`config.mk`:
```
export PLATFORM = sky130hd
export DESIGN_NAME = mouse_cursor_tracker_top_flat
export DESIGN_NICKNAME = d
export VERILOG_FILES = /design/src/rtl/mct_pkg.sv /design/src/rtl/mct_in_if.sv /design/src/rtl/mct_out_if.sv /design/src/rtl/mct_axis.sv /design/src/rtl/mouse_cursor_tracker_top.sv /design/src/flat_wrapper.sv
export SDC_FILE = /design/constraint.sdc
export NUM_CORES = 1
export LEC_CHECK = 0
export ABC_AREA = 1
export BUFFER_PORTS_ARGS = -buffer_cell sky130_fd_sc_hd__buf_2
export CAP_MARGIN = 10
export CORE_ASPECT_RATIO = 1.2
export CORE_MARGIN = 5
export CORE_UTILIZATION = 40
export DETAILED_ROUTE_END_ITERATION = 7
export GPL_TIMING_DRIVEN = 1
export PLACE_DENSITY_LB_ADDON = 0.3
export SYNTH_ARGS = -nofsm -noshare
export SYNTH_HDL_FRONTEND = slang
export SYNTH_SLANG_ARGS = --single-unit
```
`constraint.sdc`:
```
create_clock -name clk -period 22.2 [get_ports clk]
set_clock_uncertainty 0.05 [all_clocks]
set_input_delay 3.33 -clock clk [delete_from_list [all_inputs] [get_ports clk]]
set_output_delay 3.33 -clock clk [all_outputs]
set_load 0.02 [all_outputs]
```
`src/rtl/mct_pkg.sv`:
```
// mct_pkg: shared types and constants of the mouse cursor tracker
// no dependencies; used by the channel interfaces and all rtl modules
`default_nettype none

package mct_pkg;

	localparam int SCREEN_WIDTH_DEF  = 800;
	localparam int SCREEN_HEIGHT_DEF = 1024;

	localparam int COUNT_W  = 12;
	localparam int LAST_W   = 13;
	localparam int ZERO_W   = 16;
	localparam int AXIS_W   = 12;
	localparam int POS_W    = 10;
	localparam int QUAD_W   = 2;
	localparam int OFF_W    = 6;
	localparam int CLAMP_W  = 14;

	localparam int HALF_RANGE  = 2048;
	localparam int FULL_RANGE  = 4096;
	localparam int SPRITE_SIZE = 16;

	localparam logic signed [OFF_W-1:0] OFF_STD  = -6'sd16;
	localparam logic signed [OFF_W-1:0] OFF_USER = -6'sd8;
	localparam logic signed [OFF_W-1:0] OFF_NONE = 6'sd0;

	localparam int CFG_IDX_W = 1;
	localparam logic [CFG_IDX_W-1:0] CFG_USER_CURSOR    = 1'd0;
	localparam logic [CFG_IDX_W-1:0] CFG_REDRAW_INHIBIT = 1'd1;

	localparam logic MODE_SAMPLE = 1'b0;
	localparam logic MODE_SET    = 1'b1;

	typedef struct packed {
		logic               mode;
		logic [COUNT_W-1:0] raw_x;
		logic [COUNT_W-1:0] raw_y;
		logic [POS_W-1:0]   set_x;
		logic [POS_W-1:0]   set_y;
	} mct_in_t;

	typedef struct packed {
		logic [POS_W-1:0]  pos_x;
		logic [POS_W-1:0]  pos_y;
		logic [QUAD_W-1:0] quadrant;
		logic              moved;
		logic              redraw;
		logic              erase_old;
		logic [POS_W-1:0]  old_x;
		logic [POS_W-1:0]  old_y;
		logic [QUAD_W-1:0] old_quadrant;
		logic [POS_W-1:0]  sprite_x;
		logic [POS_W-1:0]  sprite_y;
	} mct_out_t;

endpackage

`default_nettype wire

```
`src/rtl/mct_in_if.sv`:
```
// mct_in_if: valid/ready channel carrying one mouse sample or set request
// depends on mct_pkg for the payload type
`default_nettype none

interface mct_in_if import mct_pkg::*; ();
	logic    valid;
	logic    ready;
	mct_in_t data;

	modport source (output valid, output data, input ready);
	modport sink (input valid, input data, output ready);
endinterface

`default_nettype wire

```
`src/rtl/mct_out_if.sv`:
```
// mct_out_if: valid/ready channel carrying one cursor result
// depends on mct_pkg for the payload type
`default_nettype none

interface mct_out_if import mct_pkg::*; ();
	logic     valid;
	logic     ready;
	mct_out_t data;

	modport source (output valid, output data, input ready);
	modport sink (input valid, input data, output ready);
endinterface

`default_nettype wire

```
`src/rtl/mct_axis.sv`:
```
// mct_axis: one cursor axis; unwraps the mouse counter, holds last count and
// zero offset, clamps the distance to the screen size
// depends on mct_pkg
`default_nettype none

module mct_axis import mct_pkg::*; #(
	parameter int SIZE = SCREEN_WIDTH_DEF
) (
	input  wire logic                     clk,
	input  wire logic                     arst_n,
	input  wire logic                     en,
	input  wire logic                     set_mode,
	input  wire logic signed [LAST_W-1:0] count,
	input  wire logic [POS_W-1:0]         set_val,
	output logic [AXIS_W-1:0]             pos
);

	localparam int DIFF_W = ZERO_W + 1;

	logic signed [LAST_W-1:0] last_q;
	logic signed [ZERO_W-1:0] zero_q;

	logic signed [LAST_W-1:0] v;
	logic signed [LAST_W:0]   jump;
	logic signed [ZERO_W-1:0] zero_a;
	logic signed [ZERO_W-1:0] zero_b;
	logic signed [ZERO_W-1:0] zero_n;
	logic signed [DIFF_W-1:0] span;
	logic signed [DIFF_W-1:0] set_diff;

	always_comb begin
		v        = (set_mode == MODE_SET) ? last_q : count;
		set_diff = DIFF_W'(last_q) - $signed({{(DIFF_W-POS_W){1'b0}}, set_val});
		zero_a   = (set_mode == MODE_SET) ? set_diff[ZERO_W-1:0] : zero_q;
		jump     = (LAST_W+1)'(v) - (LAST_W+1)'(last_q);
		if (jump > (LAST_W+1)'(HALF_RANGE)) begin
			zero_b = zero_a + ZERO_W'(FULL_RANGE);
		end else if (jump < -(LAST_W+1)'(HALF_RANGE)) begin
			zero_b = zero_a - ZERO_W'(FULL_RANGE);
		end else begin
			zero_b = zero_a;
		end
		span = DIFF_W'(v) - DIFF_W'(zero_b);
		if (span < 0) begin
			zero_n = ZERO_W'(v);
			pos    = '0;
		end else if (span >= $signed(DIFF_W'(SIZE))) begin
			zero_n = ZERO_W'(v) - ZERO_W'(SIZE);
			pos    = AXIS_W'(SIZE - 1);
		end else begin
			zero_n = zero_b;
			pos    = span[AXIS_W-1:0];
		end
	end

	always_ff @(posedge clk or negedge arst_n) begin
		if (!arst_n) begin
			last_q <= '0;
			zero_q <= '0;
		end else if (en) begin
			last_q <= v;
			zero_q <= zero_n;
		end
	end

endmodule

`default_nettype wire

```
`src/rtl/mouse_cursor_tracker_top.sv`:
```
// mouse_cursor_tracker_top: mouse counters to clamped cursor position with
// quadrant choice, sprite origins and redraw/erase requests
// depends on mct_pkg, mct_in_if, mct_out_if, mct_axis
//
// usage: the sample channel carries one item per transfer, either a reading
// of the free-running 12-bit mouse counters (mode 0) or a requested cursor
// position (mode 1). every item gives exactly one result on the cursor
// channel: new position, quadrant, moved/redraw/erase flags, the previous
// cursor state and the new sprite origin.
// each item passes the input register, then the unwrap/clamp/quadrant logic
// into the result register.
// throughput is one item per cycle while the receiver does not stall; the cursor state registers update in the
// same edge that loads the result register, so the next item sees them.
// when the receiver stalls the result holds and the input register fills;
// ready on the sample channel drops only when both are occupied.
// reset clears counters, offsets, cursor state, both config registers and
// all valid flags. config writes (cfg_we, cfg_idx, cfg_data) take effect at
// once and are meant to happen only while no item is in flight.
`default_nettype none

module mouse_cursor_tracker_top import mct_pkg::*; #(
	parameter int SCREEN_WIDTH  = SCREEN_WIDTH_DEF,
	parameter int SCREEN_HEIGHT = SCREEN_HEIGHT_DEF
) (
	input  wire logic                 clk,
	input  wire logic                 arst_n,
	input  wire logic                 cfg_we,
	input  wire logic [CFG_IDX_W-1:0] cfg_idx,
	input  wire logic                 cfg_data,
	mct_in_if.sink                    sample,
	mct_out_if.source                 cursor
);

	localparam int X_LEFT  = SCREEN_WIDTH / 3;
	localparam int X_RIGHT = SCREEN_WIDTH * 2 / 3;
	localparam int Y_TOP   = SCREEN_HEIGHT / 3;
	localparam int Y_BOT   = SCREEN_HEIGHT * 2 / 3;
	localparam int X_MAX   = SCREEN_WIDTH - SPRITE_SIZE - 1;
	localparam int Y_MAX   = SCREEN_HEIGHT - SPRITE_SIZE - 1;

	logic              user_cursor_q;
	logic              redraw_inhibit_q;
	logic [POS_W-1:0]  cur_x_q;
	logic [POS_W-1:0]  cur_y_q;
	logic [QUAD_W-1:0] cur_quad_q;
	logic              shown_q;

	logic     v_s1;
	mct_in_t  item_s1;
	logic     v_s2;
	mct_out_t res_s2;

	logic     adv;
	logic     step;
	mct_out_t res;

	logic signed [LAST_W-1:0] cnt_x;
	logic signed [LAST_W-1:0] cnt_y;
	logic [AXIS_W-1:0]        ax_x;
	logic [AXIS_W-1:0]        ax_y;

	logic [QUAD_W-1:0]         quad;
	logic signed [OFF_W-1:0]   dx;
	logic signed [OFF_W-1:0]   dy;
	logic signed [CLAMP_W-1:0] x0, x1, x2;
	logic signed [CLAMP_W-1:0] y0, y1, y2;
	logic [POS_W-1:0]          nx;
	logic [POS_W-1:0]          ny;
	logic                      moved;
	logic                      redraw;
	logic [POS_W-1:0]          px;
	logic [POS_W-1:0]          py;
	logic [QUAD_W-1:0]         pq;
	logic signed [OFF_W-1:0]   sdx;
	logic signed [OFF_W-1:0]   sdy;
	logic signed [POS_W+1:0]   ex;
	logic signed [POS_W+1:0]   ey;

	// handshake
	assign adv          = !v_s2 || cursor.ready;
	assign sample.ready = !v_s1 || adv;
	assign step         = v_s1 && adv;
	assign cursor.valid = v_s2;
	assign cursor.data  = res_s2;

	// y counter is negated
	assign cnt_x = $signed({1'b0, item_s1.raw_x});
	assign cnt_y = LAST_W'(0) - $signed({1'b0, item_s1.raw_y});

	mct_axis #(.SIZE(SCREEN_WIDTH)) u_axis_x (
		.clk      (clk),
		.arst_n   (arst_n),
		.en       (step),
		.set_mode (item_s1.mode),
		.count    (cnt_x),
		.set_val  (item_s1.set_x),
		.pos      (ax_x)
	);

	mct_axis #(.SIZE(SCREEN_HEIGHT)) u_axis_y (
		.clk      (clk),
		.arst_n   (arst_n),
		.en       (step),
		.set_mode (item_s1.mode),
		.count    (cnt_y),
		.set_val  (item_s1.set_y),
		.pos      (ax_y)
	);

	always_comb begin
		// quadrant with hysteresis
		quad = cur_quad_q;
		if ({1'b0, ax_x} < (AXIS_W+1)'(X_LEFT)) quad[0] = 1'b1;
		if ({1'b0, ax_x} > (AXIS_W+1)'(X_RIGHT)) quad[0] = 1'b0;
		if ({1'b0, ax_y} < (AXIS_W+1)'(Y_TOP)) quad[1] = 1'b0;
		if ({1'b0, ax_y} > (AXIS_W+1)'(Y_BOT)) quad[1] = 1'b1;

		dx = user_cursor_q ? OFF_USER : (quad[0] ? OFF_NONE : OFF_STD);
		dy = user_cursor_q ? OFF_USER : (quad[1] ? OFF_STD : OFF_NONE);

		// keep the sprite on screen
		x0 = $signed({{(CLAMP_W-AXIS_W){1'b0}}, ax_x});
		y0 = $signed({{(CLAMP_W-AXIS_W){1'b0}}, ax_y});
		x1 = (x0 < -CLAMP_W'(dx)) ? -CLAMP_W'(dx) : x0;
		y1 = (y0 < -CLAMP_W'(dy)) ? -CLAMP_W'(dy) : y0;
		x2 = (x1 > CLAMP_W'(X_MAX) - CLAMP_W'(dx)) ? CLAMP_W'(X_MAX) - CLAMP_W'(dx) : x1;
		y2 = (y1 > CLAMP_W'(Y_MAX) - CLAMP_W'(dy)) ? CLAMP_W'(Y_MAX) - CLAMP_W'(dy) : y1;
		nx = x2[POS_W-1:0];
		ny = y2[POS_W-1:0];

		moved  = !(nx == cur_x_q && ny == cur_y_q && shown_q);
		redraw = moved && !redraw_inhibit_q;

		px = moved ? nx : cur_x_q;
		py = moved ? ny : cur_y_q;
		pq = moved ? quad : cur_quad_q;

		sdx = user_cursor_q ? OFF_USER : (pq[0] ? OFF_NONE : OFF_STD);
		sdy = user_cursor_q ? OFF_USER : (pq[1] ? OFF_STD : OFF_NONE);
		ex  = $signed({2'b00, px}) + (POS_W+2)'(sdx);
		ey  = $signed({2'b00, py}) + (POS_W+2)'(sdy);

		res.pos_x        = px;
		res.pos_y        = py;
		res.quadrant     = pq;
		res.moved        = moved;
		res.redraw       = redraw;
		res.erase_old    = redraw && shown_q;
		res.old_x        = cur_x_q;
		res.old_y        = cur_y_q;
		res.old_quadrant = cur_quad_q;
		res.sprite_x     = (ex < 0) ? '0 : ex[POS_W-1:0];
		res.sprite_y     = (ey < 0) ? '0 : ey[POS_W-1:0];
	end

	// config registers
	always_ff @(posedge clk or negedge arst_n) begin
		if (!arst_n) begin
			user_cursor_q    <= 1'b0;
			redraw_inhibit_q <= 1'b0;
		end else if (cfg_we) begin
			case (cfg_idx)
				CFG_USER_CURSOR:    user_cursor_q    <= cfg_data;
				CFG_REDRAW_INHIBIT: redraw_inhibit_q <= cfg_data;
				default: ;
			endcase
		end
	end

	// cursor state
	always_ff @(posedge clk or negedge arst_n) begin
		if (!arst_n) begin
			cur_x_q    <= '0;
			cur_y_q    <= '0;
			cur_quad_q <= '0;
			shown_q    <= 1'b0;
		end else if (step && moved) begin
			cur_x_q    <= nx;
			cur_y_q    <= ny;
			cur_quad_q <= quad;
			if (redraw) shown_q <= 1'b1;
		end
	end

	// input and result registers
	always_ff @(posedge clk or negedge arst_n) begin
		if (!arst_n) begin
			v_s1 <= 1'b0;
			v_s2 <= 1'b0;
		end else begin
			if (sample.ready) v_s1 <= sample.valid;
			if (adv) v_s2 <= v_s1;
		end
	end

	always_ff @(posedge clk) begin
		if (sample.ready && sample.valid) item_s1 <= sample.data;
		if (step) res_s2 <= res;
	end

endmodule

`default_nettype wire
```
`src/flat_wrapper.sv`:
```
// flat-port wrapper written by rule: the top's interface ports become plain ports
module mouse_cursor_tracker_top_flat import mct_pkg::*;
#(
	parameter int SCREEN_WIDTH  = SCREEN_WIDTH_DEF,
	parameter int SCREEN_HEIGHT = SCREEN_HEIGHT_DEF
)
  (clk, arst_n, cfg_we, cfg_idx, cfg_data, sample_valid, sample_data, sample_ready, cursor_valid, cursor_data, cursor_ready);
  mct_in_if sample_i ();
  mct_out_if cursor_i ();
  input  wire logic clk;
  input  wire logic arst_n;
  input  wire logic cfg_we;
  input  wire logic [CFG_IDX_W-1:0] cfg_idx;
  input  wire logic cfg_data;
  input wire logic [$bits(sample_i.valid)-1:0] sample_valid;
  input wire logic [$bits(sample_i.data)-1:0] sample_data;
  output wire logic [$bits(sample_i.ready)-1:0] sample_ready;
  output wire logic [$bits(cursor_i.valid)-1:0] cursor_valid;
  output wire logic [$bits(cursor_i.data)-1:0] cursor_data;
  input wire logic [$bits(cursor_i.ready)-1:0] cursor_ready;
  assign sample_i.valid = sample_valid;
  assign sample_i.data = sample_data;
  assign sample_ready = sample_i.ready;
  assign cursor_valid = cursor_i.valid;
  assign cursor_data = cursor_i.data;
  assign cursor_i.ready = cursor_ready;
  mouse_cursor_tracker_top #(.SCREEN_WIDTH(SCREEN_WIDTH), .SCREEN_HEIGHT(SCREEN_HEIGHT)) u_core (.clk(clk), .arst_n(arst_n), .cfg_we(cfg_we), .cfg_idx(cfg_idx), .cfg_data(cfg_data), .sample(sample_i), .cursor(cursor_i));
endmodule
```
==> qor_table.md <==
| Result | This run |
| --- | --- |
| Critical-path top delay cell | sky130_fd_sc_hd__buf_4 |
| Total global routing overflow | 0 |
| Period utilization | 59.8% |
| Via count of the first global-routing pass | 12100 |
| Share of post-route cells with drive strength above 1 | 13.0% |
| MaxCap Viol Count | 0 |
| Unrepaired setup endpoints after global routing | no |
| Count of hold buffers inserted by post-cts repair | 0 |
| Pin slew with the least headroom to its limit | 1.20 ns |
| Buffer type at the clock tree root | sky130_fd_sc_hd__clkbuf_16 |
| Standard-cell rows | 77 |
| Post-cts gate resize count | 0 |
| Min-Delay Path Depth | 2 |
| Global Route Usage Sum | 17.9% |
| Post-synthesis cell area | 14700 sq um |
| Aggregate negative setup slack | 0 ns |
| Growth of design area from synthesis to finish | 12.2% |
| Crit path largest cell delay | 0.56 ns |
| Post-synth EDFFs | 112 |
| Met2 Use GR | 30.4% |
| Synth async-reset ratio | 43.1% |
| Post-detailed-route via-to-cell ratio | 5.05 |
| Result of the run | completed |
| Top post-synthesis cells by area | sky130_fd_sc_hd__edfxtp_1 (23%), sky130_fd_sc_hd__dfrtp_1 (14%), sky130_fd_sc_hd__nand2_1 (11%) |
| Number of setup buffers added after CTS | 0 |
| CTS tree | yes |
| Port Buffer Count | 120 |
| Highest clock rate | 0.0754 GHz |
| Antenna Diode Count | 0 |
| Half-perimeter wire length after detailed placement | 28.7 mm |
| Routed via count | 12800 |
| Core Footprint | 36600 sq um |
| Worst Reg2Reg Path Length in Cells | 86 |
| Data arrival time of the critical path | 13.42 ns |
| Largest net degree at the start of global routing | 68 |
| Routed WL | 36.8 mm |
| Sequential cell area fraction in the yosys report | 37.3% |
| Horizontal extent of the die | 185 um |
| Number of buffers added by the clock tree synthesis step | 17 |
| Number of different library cells in the post-synthesis netlist | 62 |
| Final critical path time including I/O delays and setup | 13.27 ns |
| Critical path fanouts, max | 61 |
| Share of synthesized cell area in and, or, nand and nor gates | 25.8% |
| Critical path type | flop to flop |
| Endpoint type of the worst setup path | flop |
| Number of synthesized register bits | 197 |
| DRC violation count after routing | 0 |
| CP Launch Type | flop |
| Share of the synthesized area in the top cell type | 22.9% |
| Worst EP required | 22.35 ns |
| Largest family of logic cells by synthesized area | simple AND/OR/NAND/NOR gates |
| Clock-pin slew of the registers on the worst-case setup and hold paths | 0.09 ns |
| Post-Synth XOR/XNOR Area | 4.10% |
| Top-count cell post-synth | sky130_fd_sc_hd__nand2_1 |
| Maximum count of clock buffers along a single path | 2 |
| Mean instance size in the synthesized netlist | 7.73 sq um |
| Initial cell density of the core | 40.2% |
| Number of antenna violations at the first check in global routing | 0 |
| Final Wtd Congestion | 0.919 |
| Class of the tightest hold or removal check | flop to flop |
| Top post-synthesis cells by count | sky130_fd_sc_hd__nand2_1 (440), sky130_fd_sc_hd__inv_1 (288), sky130_fd_sc_hd__nor2_1 (151) |
| Met1 demand-to-capacity share in global routing | 24.4% |
| Number of standard cells after synthesis | 1904 |
| Compound-Gate Fraction of Synth Area | 12.7% |
| Routed wirelength normalized by instance count | 14.6 um |
| Antenna violation net count after detailed routing | 0 |
| NumNets Final | 2218 |
| First DRT Iteration DRCs | 993 |
| Hold violation total from the final report | 0 |
| Total iterations of the first detailed-routing run | 5 |
| Number of warnings reported in the yosys synthesis log | 0 |
| Most prevalent standard cell on the critical path | sky130_fd_sc_hd__nand2_1 |
| # H-tree levels | 4 |
| Most used routing layer | met2 |
| Adder and majority gate portion of the synthesized area | 11.5% |
| First-pass GRT wire length | 59.8 mm |
| GR Util met3 | 1.85% |
| Cell type contributing the most total cell area after synthesis | sky130_fd_sc_hd__edfxtp_1 |
| Main synth FF type | sky130_fd_sc_hd__edfxtp_1 |
| Flop-to-flop setup slack | 8.93 ns |
| Top-level port count | 121 |
| Source-to-sink clock delay at the later pin of the worst-skew pair | 0.46 ns |
| Max-slew violation count | 0 |
| Die Footprint | 40700 sq um |
| Sinks on the clock net | 197 |
| Relative slew slack | 19.1% |
| Final count of negative-setup-slack endpoints | 0 |
| Vertical extent of the die | 220 um |
| Multiplexer fraction of the synthesized cell area | 0% |
[path summary, 6_finish.rpt]
path                                           start                         end
setup / recovery                  u_core.item_s1[44]      u_core.cursor.data[12]
hold / removal             u_core.u_axis_x.zero_q[3]   u_core.u_axis_x.zero_q[3]
setup reg to reg                  u_core.item_s1[44]      u_core.cursor.data[12]
hold reg to reg            u_core.u_axis_x.zero_q[3]   u_core.u_axis_x.zero_q[3]
max in group asynchronous                     arst_n   u_core.u_axis_y.last_q[7]
min in group asynchronous                     arst_n  u_core.u_axis_x.last_q[12]
[per-stage QoR]
stage / hold WS (ns) / utilization (%) / setup slack [ns] / cells / cell area, sq um
after global routing: 0.460 / 45.1 / 7.30 / 2523 / 16500
final: 0.440 / 45.1 / 8.93 / 2523 / 16500
after floorplan: 0.394 / - / 10.85 / 1922 / 14800
after global placement: 0.408 / 43.5 / 9.51 / 2491 / 15900
after detailed placement: 0.415 / 43.5 / 8.99 / 2491 / 15900
after CTS: 0.435 / 45.1 / 8.88 / 2523 / 16500
[cells by family (layout without fill, tap and decap cells)]
family                     count (synthesis)  after routing
and+or+nand+nor                          841            841
buffers and inverters                    334            461
AOI/OAI and AO/OA                        332            332
DFF                                      197            197
adders and majority gates                130            130
xor gates and xnor gates                  68             68
other                                      2             20
[routing by layer]
| layer | wire [um] | vias to the layer above | share of wire, % |
|---|---|---|---|
| met5 | 0 | - | 0 |
| met4 | 717 | 0 | 1.9 |
| met3 | 1510 | 47 | 4.1 |
| met2 | 17400 | 296 | 47 |
| met1 | 17200 | 5895 | 47 |
| li1 | - | 6514 | - |
[placed cells by master (no fill, tap or decap), types with 5 or more instances in the layout]
cell type / n
sky130_fd_sc_hd__or2_2: 9
sky130_fd_sc_hd__edfxtp_1: 112
sky130_fd_sc_hd__nor2_1: 151
sky130_fd_sc_hd__a31oi_1: 10
sky130_fd_sc_hd__dfrtp_1: 85
sky130_fd_sc_hd__inv_2: 10
sky130_fd_sc_hd__buf_2: 119
sky130_fd_sc_hd__nand3b_1: 11
sky130_fd_sc_hd__nand2_1: 439
sky130_fd_sc_hd__o22ai_1: 9
sky130_fd_sc_hd__nor3_1: 14
sky130_fd_sc_hd__nand3_2: 9
sky130_fd_sc_hd__o21ai_1: 11
sky130_fd_sc_hd__o21bai_1: 7
sky130_fd_sc_hd__a2bb2oi_1: 5
sky130_fd_sc_hd__a21oi_1: 110
sky130_fd_sc_hd__nor4_1: 5
sky130_fd_sc_hd__o211ai_1: 8
sky130_fd_sc_hd__clkbuf_16: 17
sky130_fd_sc_hd__inv_6: 5
sky130_fd_sc_hd__conb_1: 20
sky130_fd_sc_hd__o21ai_0: 135
sky130_fd_sc_hd__nor2_2: 26
sky130_fd_sc_hd__buf_4: 8
sky130_fd_sc_hd__nand2_4: 7
sky130_fd_sc_hd__clkinv_8: 6
sky130_fd_sc_hd__inv_1: 287
sky130_fd_sc_hd__xor2_1: 41
sky130_fd_sc_hd__fa_1: 8
sky130_fd_sc_hd__o31ai_1: 6
sky130_fd_sc_hd__xnor2_1: 26
sky130_fd_sc_hd__nand4_1: 26
sky130_fd_sc_hd__ha_1: 122
sky130_fd_sc_hd__nand3_1: 98
sky130_fd_sc_hd__nand2_2: 32
[sequential cells by signal, indices dropped and copies added, names as in the netlist, 12 cells and up]
signal,flops
u_core.u_axis_y.zero_q,16
u_core.u_axis_x.zero_q,16
u_core.item_s1,33
u_core.u_axis_y.last_q,13
u_core.cursor.data,67
u_core.cnt_x,12
u_core.u_axis_x.last_q,13
[worst max-delay path, delay by kind of cell, from the launching register on]
| kind | cells | cell delay (ns) |
|---|---|---|
| compound gates | 20 | 2.90 |
| xor+xnor | 1 | 0.17 |
| fa+ha+maj | 6 | 2.07 |
| buf+inv | 14 | 1.63 |
| flops | 1 | 0.45 |
| simple gates | 45 | 5.73 |
[final cells by class]
| class | instances | area [sq um] |
|---|---|---|
| clock buffers | 18 | 429 |
| clock inverters | 14 | 183 |
| fillers | 3691 | 20100 |
| inverters | 302 | 1140 |
| multi-input cells | 1391 | 8030 |
| flip-flops and latches | 197 | 5490 |
| well taps | 474 | 593 |
| repair buffers | 127 | 656 |
Power is left out: the tool's default activity adds up to more than one toggle a clock period on the data nets, which glitch-free logic cannot reach.
